===== config.mk =====
export PLATFORM = sky130hd
export DESIGN_NAME = intrusion_alarm_controller_core
export DESIGN_NICKNAME = d
export VERILOG_FILES = /design/src/rtl/iac_pkg.sv /design/src/rtl/iac_cfg.sv /design/src/rtl/iac_panel.sv /design/src/rtl/intrusion_alarm_controller_core.sv
export SDC_FILE = /design/constraint.sdc
export NUM_CORES = 1
export LEC_CHECK = 0
export BUFFER_PORTS_ARGS = -buffer_cell sky130_fd_sc_hd__clkbuf_2
export CORE_UTILIZATION = 58
export CTS_CLUSTER_DIAMETER = 150
export DETAILED_ROUTE_END_ITERATION = 7
export PLACE_DENSITY = 0.87
export SETUP_SLACK_MARGIN = 0.02
export SYNTH_ARGS = -nofsm -noshare
export SYNTH_HDL_FRONTEND = slang
export SYNTH_SLANG_ARGS = --single-unit

===== constraint.sdc =====
create_clock -name clk -period 8 [get_ports clk]
set_clock_uncertainty 0.1 [all_clocks]
set_input_delay 1.6 -clock clk [delete_from_list [all_inputs] [get_ports clk]]
set_output_delay 1.6 -clock clk [all_outputs]
set_load 0.02 [all_outputs]

===== src/rtl/iac_pkg.sv =====
`timescale 1ns / 1ps
// ----------------------------------------------------------------------------
// iac_pkg
// Shared types and constants for the intrusion alarm controller: panel modes,
// request and event codes, configuration register map and reset values.
// ----------------------------------------------------------------------------
package iac_pkg;

  // Zone count is fixed by the zone flag field widths
  localparam int NUM_ZONES      = 3;
  localparam int ZONE_SEL_W     = 2;
  localparam int DELAY_BITS_DEF = 8;
  localparam int DELAY_REG_W    = 8;
  localparam int CODE_W         = 16;
  localparam int TIME_W         = 8;
  localparam int STATE_W        = 3;
  localparam int EVENT_W        = 3;
  localparam int REQ_W          = 2;

  // Configuration port
  localparam int PADDR_W = 5;
  localparam int PDATA_W = 32;
  localparam int REG_IDX_W = 3;

  localparam logic [REG_IDX_W-1:0] REG_ARM_DELAY    = 3'd0;
  localparam logic [REG_IDX_W-1:0] REG_ENTRY_DELAY  = 3'd1;
  localparam logic [REG_IDX_W-1:0] REG_UNLOCK_CODE  = 3'd2;
  localparam logic [REG_IDX_W-1:0] REG_ZONE_ENABLE  = 3'd3;
  localparam logic [REG_IDX_W-1:0] REG_ZONE_DELAYED = 3'd4;

  localparam logic [DELAY_REG_W-1:0] ARM_DELAY_RST    = 8'd10;
  localparam logic [DELAY_REG_W-1:0] ENTRY_DELAY_RST  = 8'd10;
  localparam logic [CODE_W-1:0]      UNLOCK_CODE_RST  = 16'h1234;
  localparam logic [NUM_ZONES-1:0]   ZONE_ENABLE_RST  = 3'b111;
  localparam logic [NUM_ZONES-1:0]   ZONE_DELAYED_RST = 3'b000;

  // Request kinds
  localparam logic [REQ_W-1:0] REQ_TICK   = 2'd0;
  localparam logic [REQ_W-1:0] REQ_MOTION = 2'd1;
  localparam logic [REQ_W-1:0] REQ_CLEAR  = 2'd2;
  localparam logic [REQ_W-1:0] REQ_CODE   = 2'd3;

  // Event codes
  localparam logic [EVENT_W-1:0] EV_NONE     = 3'd0;
  localparam logic [EVENT_W-1:0] EV_WRONG    = 3'd1;
  localparam logic [EVENT_W-1:0] EV_ARMING   = 3'd2;
  localparam logic [EVENT_W-1:0] EV_ARMED    = 3'd3;
  localparam logic [EVENT_W-1:0] EV_ENTRY    = 3'd4;
  localparam logic [EVENT_W-1:0] EV_ALARM    = 3'd5;
  localparam logic [EVENT_W-1:0] EV_DISARMED = 3'd6;

  // Reported state codes
  localparam logic [STATE_W-1:0] ST_DISARMED = 3'd0;
  localparam logic [STATE_W-1:0] ST_ARMING   = 3'd1;
  localparam logic [STATE_W-1:0] ST_ARMED    = 3'd2;
  localparam logic [STATE_W-1:0] ST_ENTRY    = 3'd3;
  localparam logic [STATE_W-1:0] ST_ALARM    = 3'd4;

  typedef enum logic [4:0] {
    MODE_DISARMED = 5'b00001,
    MODE_ARMING   = 5'b00010,
    MODE_ARMED    = 5'b00100,
    MODE_ENTRY    = 5'b01000,
    MODE_ALARM    = 5'b10000
  } mode_t;

  typedef struct packed {
    logic [DELAY_REG_W-1:0] arm_delay;
    logic [DELAY_REG_W-1:0] entry_delay;
    logic [CODE_W-1:0]      unlock_code;
    logic [NUM_ZONES-1:0]   zone_enable;
    logic [NUM_ZONES-1:0]   zone_delayed;
  } cfg_t;

  typedef struct packed {
    logic [REQ_W-1:0]      req_type;
    logic [ZONE_SEL_W-1:0] zone;
    logic [CODE_W-1:0]     entered_code;
  } item_t;

  typedef struct packed {
    logic [STATE_W-1:0]   alarm_state;
    logic [EVENT_W-1:0]   event_code;
    logic [TIME_W-1:0]    time_left;
    logic [NUM_ZONES-1:0] zone_motion;
    logic                 motion_led;
    logic                 armed_led;
    logic                 alarm_led;
  } result_t;

  function automatic logic [STATE_W-1:0] mode_code(input mode_t m);
    logic [STATE_W-1:0] c;
    unique case (m)
      MODE_DISARMED: c = ST_DISARMED;
      MODE_ARMING:   c = ST_ARMING;
      MODE_ARMED:    c = ST_ARMED;
      MODE_ENTRY:    c = ST_ENTRY;
      MODE_ALARM:    c = ST_ALARM;
      default:       c = ST_DISARMED;
    endcase
    return c;
  endfunction

endpackage


===== src/rtl/iac_cfg.sv =====
`timescale 1ns / 1ps
// ----------------------------------------------------------------------------
// iac_cfg
// APB-style configuration registers: delays, unlock code and zone masks.
// Writes land on the access cycle; reads return the stored value.
// ----------------------------------------------------------------------------
module iac_cfg (
  input  logic                    clk,
  input  logic                    rst,
  input  logic                    psel,
  input  logic                    penable,
  input  logic                    pwrite,
  input  logic [iac_pkg::PADDR_W-1:0] paddr,
  input  logic [iac_pkg::PDATA_W-1:0] pwdata,
  output logic [iac_pkg::PDATA_W-1:0] prdata,
  output iac_pkg::cfg_t           cfg
);
  import iac_pkg::*;

  logic                 wr_en;
  logic [REG_IDX_W-1:0] reg_idx;

  assign wr_en   = psel && penable && pwrite;
  assign reg_idx = paddr[PADDR_W-1:2];

  // Register writes; addresses past the map are dropped
  always_ff @(posedge clk) begin
    if (rst) begin
      cfg.arm_delay    <= ARM_DELAY_RST;
      cfg.entry_delay  <= ENTRY_DELAY_RST;
      cfg.unlock_code  <= UNLOCK_CODE_RST;
      cfg.zone_enable  <= ZONE_ENABLE_RST;
      cfg.zone_delayed <= ZONE_DELAYED_RST;
    end else if (wr_en) begin
      unique case (reg_idx)
        REG_ARM_DELAY:    cfg.arm_delay    <= pwdata[DELAY_REG_W-1:0];
        REG_ENTRY_DELAY:  cfg.entry_delay  <= pwdata[DELAY_REG_W-1:0];
        REG_UNLOCK_CODE:  cfg.unlock_code  <= pwdata[CODE_W-1:0];
        REG_ZONE_ENABLE:  cfg.zone_enable  <= pwdata[NUM_ZONES-1:0];
        REG_ZONE_DELAYED: cfg.zone_delayed <= pwdata[NUM_ZONES-1:0];
        default: ;
      endcase
    end
  end

  // Read mux
  always_comb begin
    unique case (reg_idx)
      REG_ARM_DELAY:    prdata = PDATA_W'(cfg.arm_delay);
      REG_ENTRY_DELAY:  prdata = PDATA_W'(cfg.entry_delay);
      REG_UNLOCK_CODE:  prdata = PDATA_W'(cfg.unlock_code);
      REG_ZONE_ENABLE:  prdata = PDATA_W'(cfg.zone_enable);
      REG_ZONE_DELAYED: prdata = PDATA_W'(cfg.zone_delayed);
      default:          prdata = '0;
    endcase
  end

endmodule


===== src/rtl/iac_panel.sv =====
`timescale 1ns / 1ps
// ----------------------------------------------------------------------------
// iac_panel
// Panel state (mode, delay counter, zone flags, lamps) and the single-pass
// next-state logic for one item. State advances when step is high; the
// result reflects the state after the item.
// ----------------------------------------------------------------------------
module iac_panel #(
  parameter int DELAY_BITS = iac_pkg::DELAY_BITS_DEF
) (
  input  logic              clk,
  input  logic              rst,
  input  logic              step,
  input  iac_pkg::item_t    item,
  input  iac_pkg::cfg_t     cfg,
  output iac_pkg::result_t  result
);
  import iac_pkg::*;

  localparam int LD_W = 16;
  localparam logic [LD_W-1:0] DELAY_MAX = LD_W'((1 << DELAY_BITS) - 1);

  mode_t                 mode, mode_next;
  logic [DELAY_BITS-1:0] count, count_next;
  logic [NUM_ZONES-1:0]  flags, flags_next;
  logic                  motion_lamp, motion_lamp_next;
  logic                  armed_lamp, armed_lamp_next;
  logic                  alarm_lamp, alarm_lamp_next;

  logic [EVENT_W-1:0]    ev;
  logic [NUM_ZONES-1:0]  zone_bit;
  logic [DELAY_BITS-1:0] arm_ld, entry_ld, count_dec;
  logic [LD_W-1:0]       arm_ext, entry_ext, tl_ext;

  // Saturating delay loads
  assign arm_ext   = LD_W'(cfg.arm_delay);
  assign entry_ext = LD_W'(cfg.entry_delay);
  assign arm_ld    = (arm_ext > DELAY_MAX) ? DELAY_MAX[DELAY_BITS-1:0]
                                           : arm_ext[DELAY_BITS-1:0];
  assign entry_ld  = (entry_ext > DELAY_MAX) ? DELAY_MAX[DELAY_BITS-1:0]
                                             : entry_ext[DELAY_BITS-1:0];
  assign count_dec = (count != '0) ? count - DELAY_BITS'(1) : '0;

  // One-hot zone select; an out-of-range zone selects nothing
  always_comb begin
    for (int i = 0; i < NUM_ZONES; i++) begin
      zone_bit[i] = (item.zone == ZONE_SEL_W'(i));
    end
  end

  // Next-state logic
  always_comb begin
    mode_next        = mode;
    count_next       = count;
    flags_next       = flags;
    motion_lamp_next = motion_lamp;
    armed_lamp_next  = armed_lamp;
    alarm_lamp_next  = alarm_lamp;
    ev               = EV_NONE;

    case (item.req_type)
      REQ_TICK: begin
        if (mode == MODE_ARMING || mode == MODE_ENTRY) begin
          count_next = count_dec;
          if (count_dec == '0) begin
            if (mode == MODE_ARMING) begin
              mode_next       = MODE_ARMED;
              armed_lamp_next = 1'b1;
              ev              = EV_ARMED;
            end else begin
              mode_next       = MODE_ALARM;
              alarm_lamp_next = 1'b1;
              ev              = EV_ALARM;
            end
          end
        end
      end
      REQ_MOTION: begin
        motion_lamp_next = 1'b1;
        if ((zone_bit & cfg.zone_enable) != '0) begin
          flags_next = flags | zone_bit;
          if (mode == MODE_ARMED) begin
            if ((zone_bit & cfg.zone_delayed) != '0 && entry_ld != '0) begin
              mode_next  = MODE_ENTRY;
              count_next = entry_ld;
              ev         = EV_ENTRY;
            end else begin
              // Instant zone, or an entry delay of zero
              mode_next       = MODE_ALARM;
              count_next      = '0;
              alarm_lamp_next = 1'b1;
              ev              = EV_ALARM;
            end
          end
        end
      end
      REQ_CLEAR: begin
        if ((zone_bit & flags) != '0) begin
          flags_next       = flags & ~zone_bit;
          motion_lamp_next = 1'b0;
        end
      end
      default: begin
        if (item.entered_code != cfg.unlock_code) begin
          ev = EV_WRONG;
        end else if (mode == MODE_DISARMED) begin
          if (arm_ld == '0) begin
            mode_next       = MODE_ARMED;
            count_next      = '0;
            armed_lamp_next = 1'b1;
            ev              = EV_ARMED;
          end else begin
            mode_next  = MODE_ARMING;
            count_next = arm_ld;
            ev         = EV_ARMING;
          end
        end else begin
          mode_next       = MODE_DISARMED;
          count_next      = '0;
          armed_lamp_next = 1'b0;
          alarm_lamp_next = 1'b0;
          ev              = EV_DISARMED;
        end
      end
    endcase
  end

  // Result seen after the item
  assign tl_ext = (mode_next == MODE_ARMING || mode_next == MODE_ENTRY) ?
                  LD_W'(count_next) : '0;

  always_comb begin
    result.alarm_state = mode_code(mode_next);
    result.event_code  = ev;
    result.time_left   = (tl_ext > LD_W'(255)) ? {TIME_W{1'b1}} : tl_ext[TIME_W-1:0];
    result.zone_motion = flags_next;
    result.motion_led  = motion_lamp_next;
    result.armed_led   = armed_lamp_next;
    result.alarm_led   = alarm_lamp_next;
  end

  // State registers
  always_ff @(posedge clk) begin
    if (rst) begin
      mode        <= MODE_DISARMED;
      count       <= '0;
      flags       <= '0;
      motion_lamp <= 1'b0;
      armed_lamp  <= 1'b0;
      alarm_lamp  <= 1'b0;
    end else if (step) begin
      mode        <= mode_next;
      count       <= count_next;
      flags       <= flags_next;
      motion_lamp <= motion_lamp_next;
      armed_lamp  <= armed_lamp_next;
      alarm_lamp  <= alarm_lamp_next;
    end
  end

endmodule


===== src/rtl/intrusion_alarm_controller_core.sv =====
`timescale 1ns / 1ps
// ----------------------------------------------------------------------------
// intrusion_alarm_controller_core
// Alarm panel with exit and entry delays; one result item per input item.
// ----------------------------------------------------------------------------
// Each input item (tick, zone motion, zone clear or code entry) is captured in
// an input register, run through the panel's combinational next-state logic
// and written to the result register together with the state update.
// Items are taken at one per clock while the result channel is not stalled;
// an accepted item waits in the input register and moves into the result
// register when that register is free. While the result register is stalled
// one further item is held in the input register, then in_stall rises.
// Configuration registers sit at byte addresses 0 (arm_delay), 4 (entry_delay),
// 8 (unlock_code), 12 (zone_enable) and 16 (zone_delayed) and should be written
// only while no item is in flight.
// ----------------------------------------------------------------------------
module intrusion_alarm_controller_core #(
  parameter int DELAY_BITS = iac_pkg::DELAY_BITS_DEF
) (
  input  logic                            clk,
  input  logic                            rst,
  // Input channel
  input  logic                            in_valid,
  output logic                            in_stall,
  input  logic [iac_pkg::REQ_W-1:0]       req_type,
  input  logic [iac_pkg::ZONE_SEL_W-1:0]  zone,
  input  logic [iac_pkg::CODE_W-1:0]      entered_code,
  // Result channel
  output logic                            out_valid,
  input  logic                            out_stall,
  output logic [iac_pkg::STATE_W-1:0]     alarm_state,
  output logic [iac_pkg::EVENT_W-1:0]     event_code,
  output logic [iac_pkg::TIME_W-1:0]      time_left,
  output logic [iac_pkg::NUM_ZONES-1:0]   zone_motion,
  output logic                            motion_led,
  output logic                            armed_led,
  output logic                            alarm_led,
  // Configuration port
  input  logic                            psel,
  input  logic                            penable,
  input  logic                            pwrite,
  input  logic [iac_pkg::PADDR_W-1:0]     paddr,
  input  logic [iac_pkg::PDATA_W-1:0]     pwdata,
  output logic [iac_pkg::PDATA_W-1:0]     prdata,
  output logic                            pready
);
  import iac_pkg::*;

  cfg_t    cfg;
  item_t   item;
  result_t result, result_q;
  logic    item_valid;
  logic    out_free;
  logic    step;
  logic    in_take;

  assign pready = 1'b1;

  iac_cfg u_cfg (
    .clk     (clk),
    .rst     (rst),
    .psel    (psel),
    .penable (penable),
    .pwrite  (pwrite),
    .paddr   (paddr),
    .pwdata  (pwdata),
    .prdata  (prdata),
    .cfg     (cfg)
  );

  // Handshake: the input stage moves on whenever the result register frees
  assign out_free = !out_valid || !out_stall;
  assign step     = item_valid && out_free;
  assign in_stall = item_valid && !out_free;
  assign in_take  = in_valid && !in_stall;

  // Input register
  always_ff @(posedge clk) begin
    if (rst) begin
      item_valid <= 1'b0;
    end else if (in_take) begin
      item_valid <= 1'b1;
    end else if (step) begin
      item_valid <= 1'b0;
    end
  end

  always_ff @(posedge clk) begin
    if (in_take) begin
      item.req_type     <= req_type;
      item.zone         <= zone;
      item.entered_code <= entered_code;
    end
  end

  iac_panel #(
    .DELAY_BITS (DELAY_BITS)
  ) u_panel (
    .clk    (clk),
    .rst    (rst),
    .step   (step),
    .item   (item),
    .cfg    (cfg),
    .result (result)
  );

  // Result register
  always_ff @(posedge clk) begin
    if (rst) begin
      out_valid <= 1'b0;
    end else if (step) begin
      out_valid <= 1'b1;
    end else if (!out_stall) begin
      out_valid <= 1'b0;
    end
  end

  always_ff @(posedge clk) begin
    if (step) begin
      result_q <= result;
    end
  end

  assign alarm_state = result_q.alarm_state;
  assign event_code  = result_q.event_code;
  assign time_left   = result_q.time_left;
  assign zone_motion = result_q.zone_motion;
  assign motion_led  = result_q.motion_led;
  assign armed_led   = result_q.armed_led;
  assign alarm_led   = result_q.alarm_led;

endmodule


; ---- Word level (Yosys, flattened, before mapping)
; Cells that the tools add are included.
; W data, S select, Z words.
[op_classes]
n_addsub = 1
eq_ne = 18
n_reduce_logical = 30
mux = 59
n_bitwise = 6
magnitude_cmp = 3
[ops]
columns = operator, count
row1 = $mux W8, 11
row2 = $pmux W16 S5, 1
row3 = $mux W5, 7
row4 = $mux W3, 11
row5 = $pmux W8 S3, 1
row6 = $mux W1, 21
row7 = $gt A16 B8 Y1 const B, 1
row8 = $gt A8 B8 Y1 const B, 2
row9 = $logic_not A8 Y1, 2
row10 = $ne A16 B16 Y1, 1
row11 = $reduce_bool A8 Y1, 2
row12 = $pmux W5 S3, 1
row13 = $and A3 B3 Y3, 4
row14 = $pmux W3 S4, 1
row15 = $eq A5 B2 Y1 const B, 2
row16 = $eq A5 B3 Y1 const B, 2
row17 = $eq A5 B4 Y1 const B, 2
row18 = $reduce_and A2 Y1, 5
row19 = $pmux W3 S3, 1
row20 = $reduce_bool A3 Y1, 3
row21 = $sub A8 B1 Y8 const B, 1
row22 = $eq A3 B2 Y1 const B, 2
row23 = $logic_and A1 B1 Y1, 6
row24 = $pmux W3 S2, 1
row25 = 17 further kinds, 26
[word_totals]
word_cells = 140
in_bits = 64
ff_bits = 99

; ---- Logic depth before layout (Yosys ltp)
[depth]
word_depth = 12
mapped_depth = 10
ltp_nobuf = 10

; ---- Modules after synthesis
; From an unflattened synthesis, not the netlist that was laid out.
[hier_totals]
hier_cells = 582
area_unflattened_um2 = 5517.8
[by_module_without_submodules]
columns = mod, seq_area_each_um2, area_per_inst_um2, n_inst, cells_each
row1 = iac_panel, 380.4, 2227.1, 1, 303
row2 = iac_cfg, 760.7, 1991.9, 1, 227
row3 = intrusion_alarm_controller_core, 1241.2, 1298.7, 1, 52

; ---- Worst setup path before layout
; Ideal clock, no wire load.
[synth_timing]
path_kind = input port to output port
from = input paddr[2] (netlist bit)
to = output prdata[0] (netlist bit)
t_arrival_ns = 2.880
n_path_buf = 2
path_slack_ns = 3.420
cell_stages = 6
path_cell_list = clkbuf_1 -> clkbuf_1 -> mux2i_1 -> nor2_1 -> a21oi_1 -> o22ai_1
[synth_between]
elab_chain_len = 2
elab_cells_between_ends = 6
[synth_rtl]
columns = item, line_no
row1 = from (decl), intrusion_alarm_controller_core.sv:42  ; input logic [iac_pkg::PADDR_W-1:0] paddr,
row2 = "$eq A3 B3 Y1, or another cell as far along", iac_cfg.sv:48  ; unique case (reg_idx)
row3 = $pmux W16 S5 *, iac_cfg.sv:48
row4 = to (decl), intrusion_alarm_controller_core.sv:44  ; output logic [iac_pkg::PDATA_W-1:0] prdata,
; Every way passes the cells marked *; elsewhere a longest branch is shown, timed or not.

; ---- Worst setup path in the final report
[layout_timing]
from = input paddr[3] (netlist bit)
to = output prdata[11] (netlist bit)
; Same word-level chain as after synthesis.

==> impl_metrics.csv <==
group,metric,value,unit
power,p_leak,2.31,nW
flow_run,cap_violations,0,
status,status,"completed",
synth,synth_edf_count,40,
clocking,ctsResizeCount,0,
drt,ant_nets,0,
placed_design,gp_congestion,0.896,
power,power_frac_comb,12.7,%
hold_path,hold_path.class,"flip-flop to flip-flop",
power,clkPwrFrac,33.6,%
clocking,cts_tree,"built",
final_layout,num-nets-final,718,
clocking,cts_setup_buffers,0,
drt,wire_per_inst,15.8,um
power,internal_power,740,uW
placed_design,placed_cell_area,5580,um^2
final_layout,antenna_cells,0,
synth,synth-main-ff-cell,"dfxtp_1",
setup_path,endpoint_kind,"output pin",
placed_design,place_hpwl,8560,um
power,power,1.03,mW
global_routing,grt_pass1_vias,4009,
die,die_x,96.4,um
global_routing,grt_pass1_wl,19500,um
setup_path,cp-start-kind,"input port",
clocking,cts_root_buf,"clkbuf_8",
setup_path,cp.required,6.30,ns
drt,drt-initial-drc-count,253,
sta,clock.fmax,0.204,GHz
drt,vias,4441,
final_layout,drive_gt1_share,17.6,%
synth,ys_seq_area_share,46.0,%
synth,synthCells,579,
power,p_per_area,178,nW/um^2
drt,first_pass_iters,6,
clocking,cts_sinks,99,
setup_path,cp_max_fo,13,
global_routing,overflow,0,
power,peakVddDrop,0.000126,V
global_routing,grt.total_usage,27.4,%
sta,final_max_slew_viol_count,0,
clocking,insertion_delay,0.38,ns
drt,viasPerCell,5.84,
power,pwr-share-seq,53.6,%
drt,post-route-drc-count,0,
drt,wirelength,12000,um
synth,synth_warnings,0,
die,die_h,96.4,um
setup_path,cp.arrival,3.20,ns
final_layout,areaGrowthSynthToFinish,12.2,%
sta,fin_crit_sh,61.3,%
synth,synthArstFlopShare,0,%
final_layout,stdcell_area,5800,um^2
setup_path,critPathKind,"input port to output pin",
die,initial_core_util,59.6,%
sta,hold_viol_final,0,
global_routing,antenna_found_initial,0,
global_routing,grt_max_degree,60,
sta,fin_tns_setup,0,ns
synth,syn-cell-area,5170,um^2
final_layout,fin_util,66.9,%
placed_design,port_buffers,83,
die,core,8680,um^2
synth,synth_seq_cells,99,
sta,relSlewSlack,23.0,%
die,die_area,9300,um^2
power,p_sw_share,28.3,%
clocking,path_clk_slew,0.10,ns
clocking,cts_max_level,3,
synth,synth.distinct_cells,60,
sta,rsz0062_at_grt,"false",
sta,tightest_slew,1.15,ns
die,rows,34,
power,switchingPower,292,uW
sta,setup_viol,0,
clocking,cts_max_path_buffers,2,
final_layout,fill_cells,689,
die,ios,119,
clocking,cts_made_buffers,9,
synth,syn_area_per_cell,8.94,um^2
sta,period_needed,4.90,ns
clocking,ctsHoldBuffers,0,
[cell usage after synthesis (2+ instances only)]
master	number	share of area [%]
a32o_1	3	0.58
a21oi_1	46	4.4
inv_1	11	0.80
conb_1	2	0.15
buf_4	17	2.5
a31oi_1	10	1.2
a22oi_1	4	0.58
edfxtp_1	40	23
nand3b_1	6	0.87
a211oi_1	4	0.58
o21ai_0	25	2.4
nor2b_1	19	2.3
xnor2_1	17	2.9
mux2i_1	27	5.2
nand4_1	5	0.60
dfxtp_1	59	23
and3_1	10	1.2
o22ai_1	3	0.36
nand3_1	7	0.68
nor4_1	6	0.73
nand2b_1	3	0.36
nor3b_1	4	0.58
o21ai_1	2	0.19
or4_1	3	0.44
nor2_1	65	4.7
and2_1	8	0.97
buf_2	2	0.19
nor3_1	13	1.3
nand2_1	86	6.2
clkbuf_1	23	1.7
a22o_1	3	0.51
ha_1	6	1.5
a211o_1	10	1.7
a221oi_1	2	0.34
o21a_1	3	0.44
[kinds of logic after synthesis]
family          count (synthesis)  share of synthesized area, %
compound gates                127                          15.6
xor+xnor                       19                          3.36
fa+ha+maj                       6                          1.45
buf+inv                        55                          5.27
flops                          99                          46.0
mux                            28                          5.44
other cells                     2                         0.145
simple gates                  243                          22.7
[area by class of cell]
type	instances	area, um^2	share of cell area (%)
multi-input cells	440	2580	44.5
flip-flops and latches	99	2380	41.1
repair buffers	86	438	7.55
well taps	108	135	2.33
clock buffers	9	124	2.13
clock inverters	7	95.1	1.64
inverters	12	45.0	0.776
[flip-flops by register name, summed over array words and instances, names as in the netlist, 3 cells and up]
signal / cells
u_panel.mode: 5
alarm_state: 3
item: 20
zone_motion: 3
event_code: 3
u_cfg.cfg: 38
u_panel.count: 8
time_left: 8
u_panel.flags: 3
[critical path, stage by stage]
cell,delay [ns]
clkbuf_2,0.24
inv_1,0.18
nor3_1,0.77
and2_1,0.24
clkbuf_2,0.17
[cell usage in the layout (no fill, tap or decap), drive strengths merged, types with 4 or more instances in the layout]
master	instances
nor2b	19
nor2	65
a211oi	5
a31oi	10
nor3	13
nand3	8
xnor2	18
edfxtp	40
dfxtp	59
and3	10
mux2i	27
a211o	10
o21ai	27
conb	17
clkbuf	92
clkinv	4
a22oi	4
nand2	87
nand3b	6
nor4	8
ha	6
and2	8
nor3b	4
a21oi	46
nand4	5
inv	14
[layer usage]
metal  share of wire, %  GRT usage [%]
met1                 43           35.4
met2                 48           45.1
met3                7.7           5.71
met4                1.9           10.2
met5                  0              0
[power by group through the flow]
stage                     Clock (mW)  Sequential (mW)  Combinational [mW]
after floorplan                    0            0.567              0.0930
after global placement             0            0.563               0.127
after detailed placement           0            0.565               0.130
after CTS                      0.350            0.553               0.130
after global routing           0.371            0.555               0.144
final                          0.347            0.553               0.132
[path summary, 6_finish.rpt]
check                                                     start                              end  slack (ns)  cells after the start
worst max-delay path                                   paddr[3]                       prdata[11]        3.10                      5
worst min-delay path            u_panel.alarm_lamp$_SDFFE_PP0P_  u_panel.alarm_lamp$_SDFFE_PP0P_        0.37                      2
worst max register to register           out_valid$_SDFFE_PP0P_    u_panel.count[6]$_SDFFE_PP0P_        4.99                      5
worst min register to register  u_panel.alarm_lamp$_SDFFE_PP0P_  u_panel.alarm_lamp$_SDFFE_PP0P_        0.37                      2
[metrics by stage]
step	hold WS [ns]	worst slack (ns)	cells
2_1_floorplan	0.332	3.42	594
3_3_place_gp	0.343	3.16	745
3_5_place_dp	0.355	3.08	745
4_1_cts	0.368	3.08	761
5_1_grt	0.395	2.92	761
6_report	0.369	3.10	761
(Power assumes the default switching activity.)
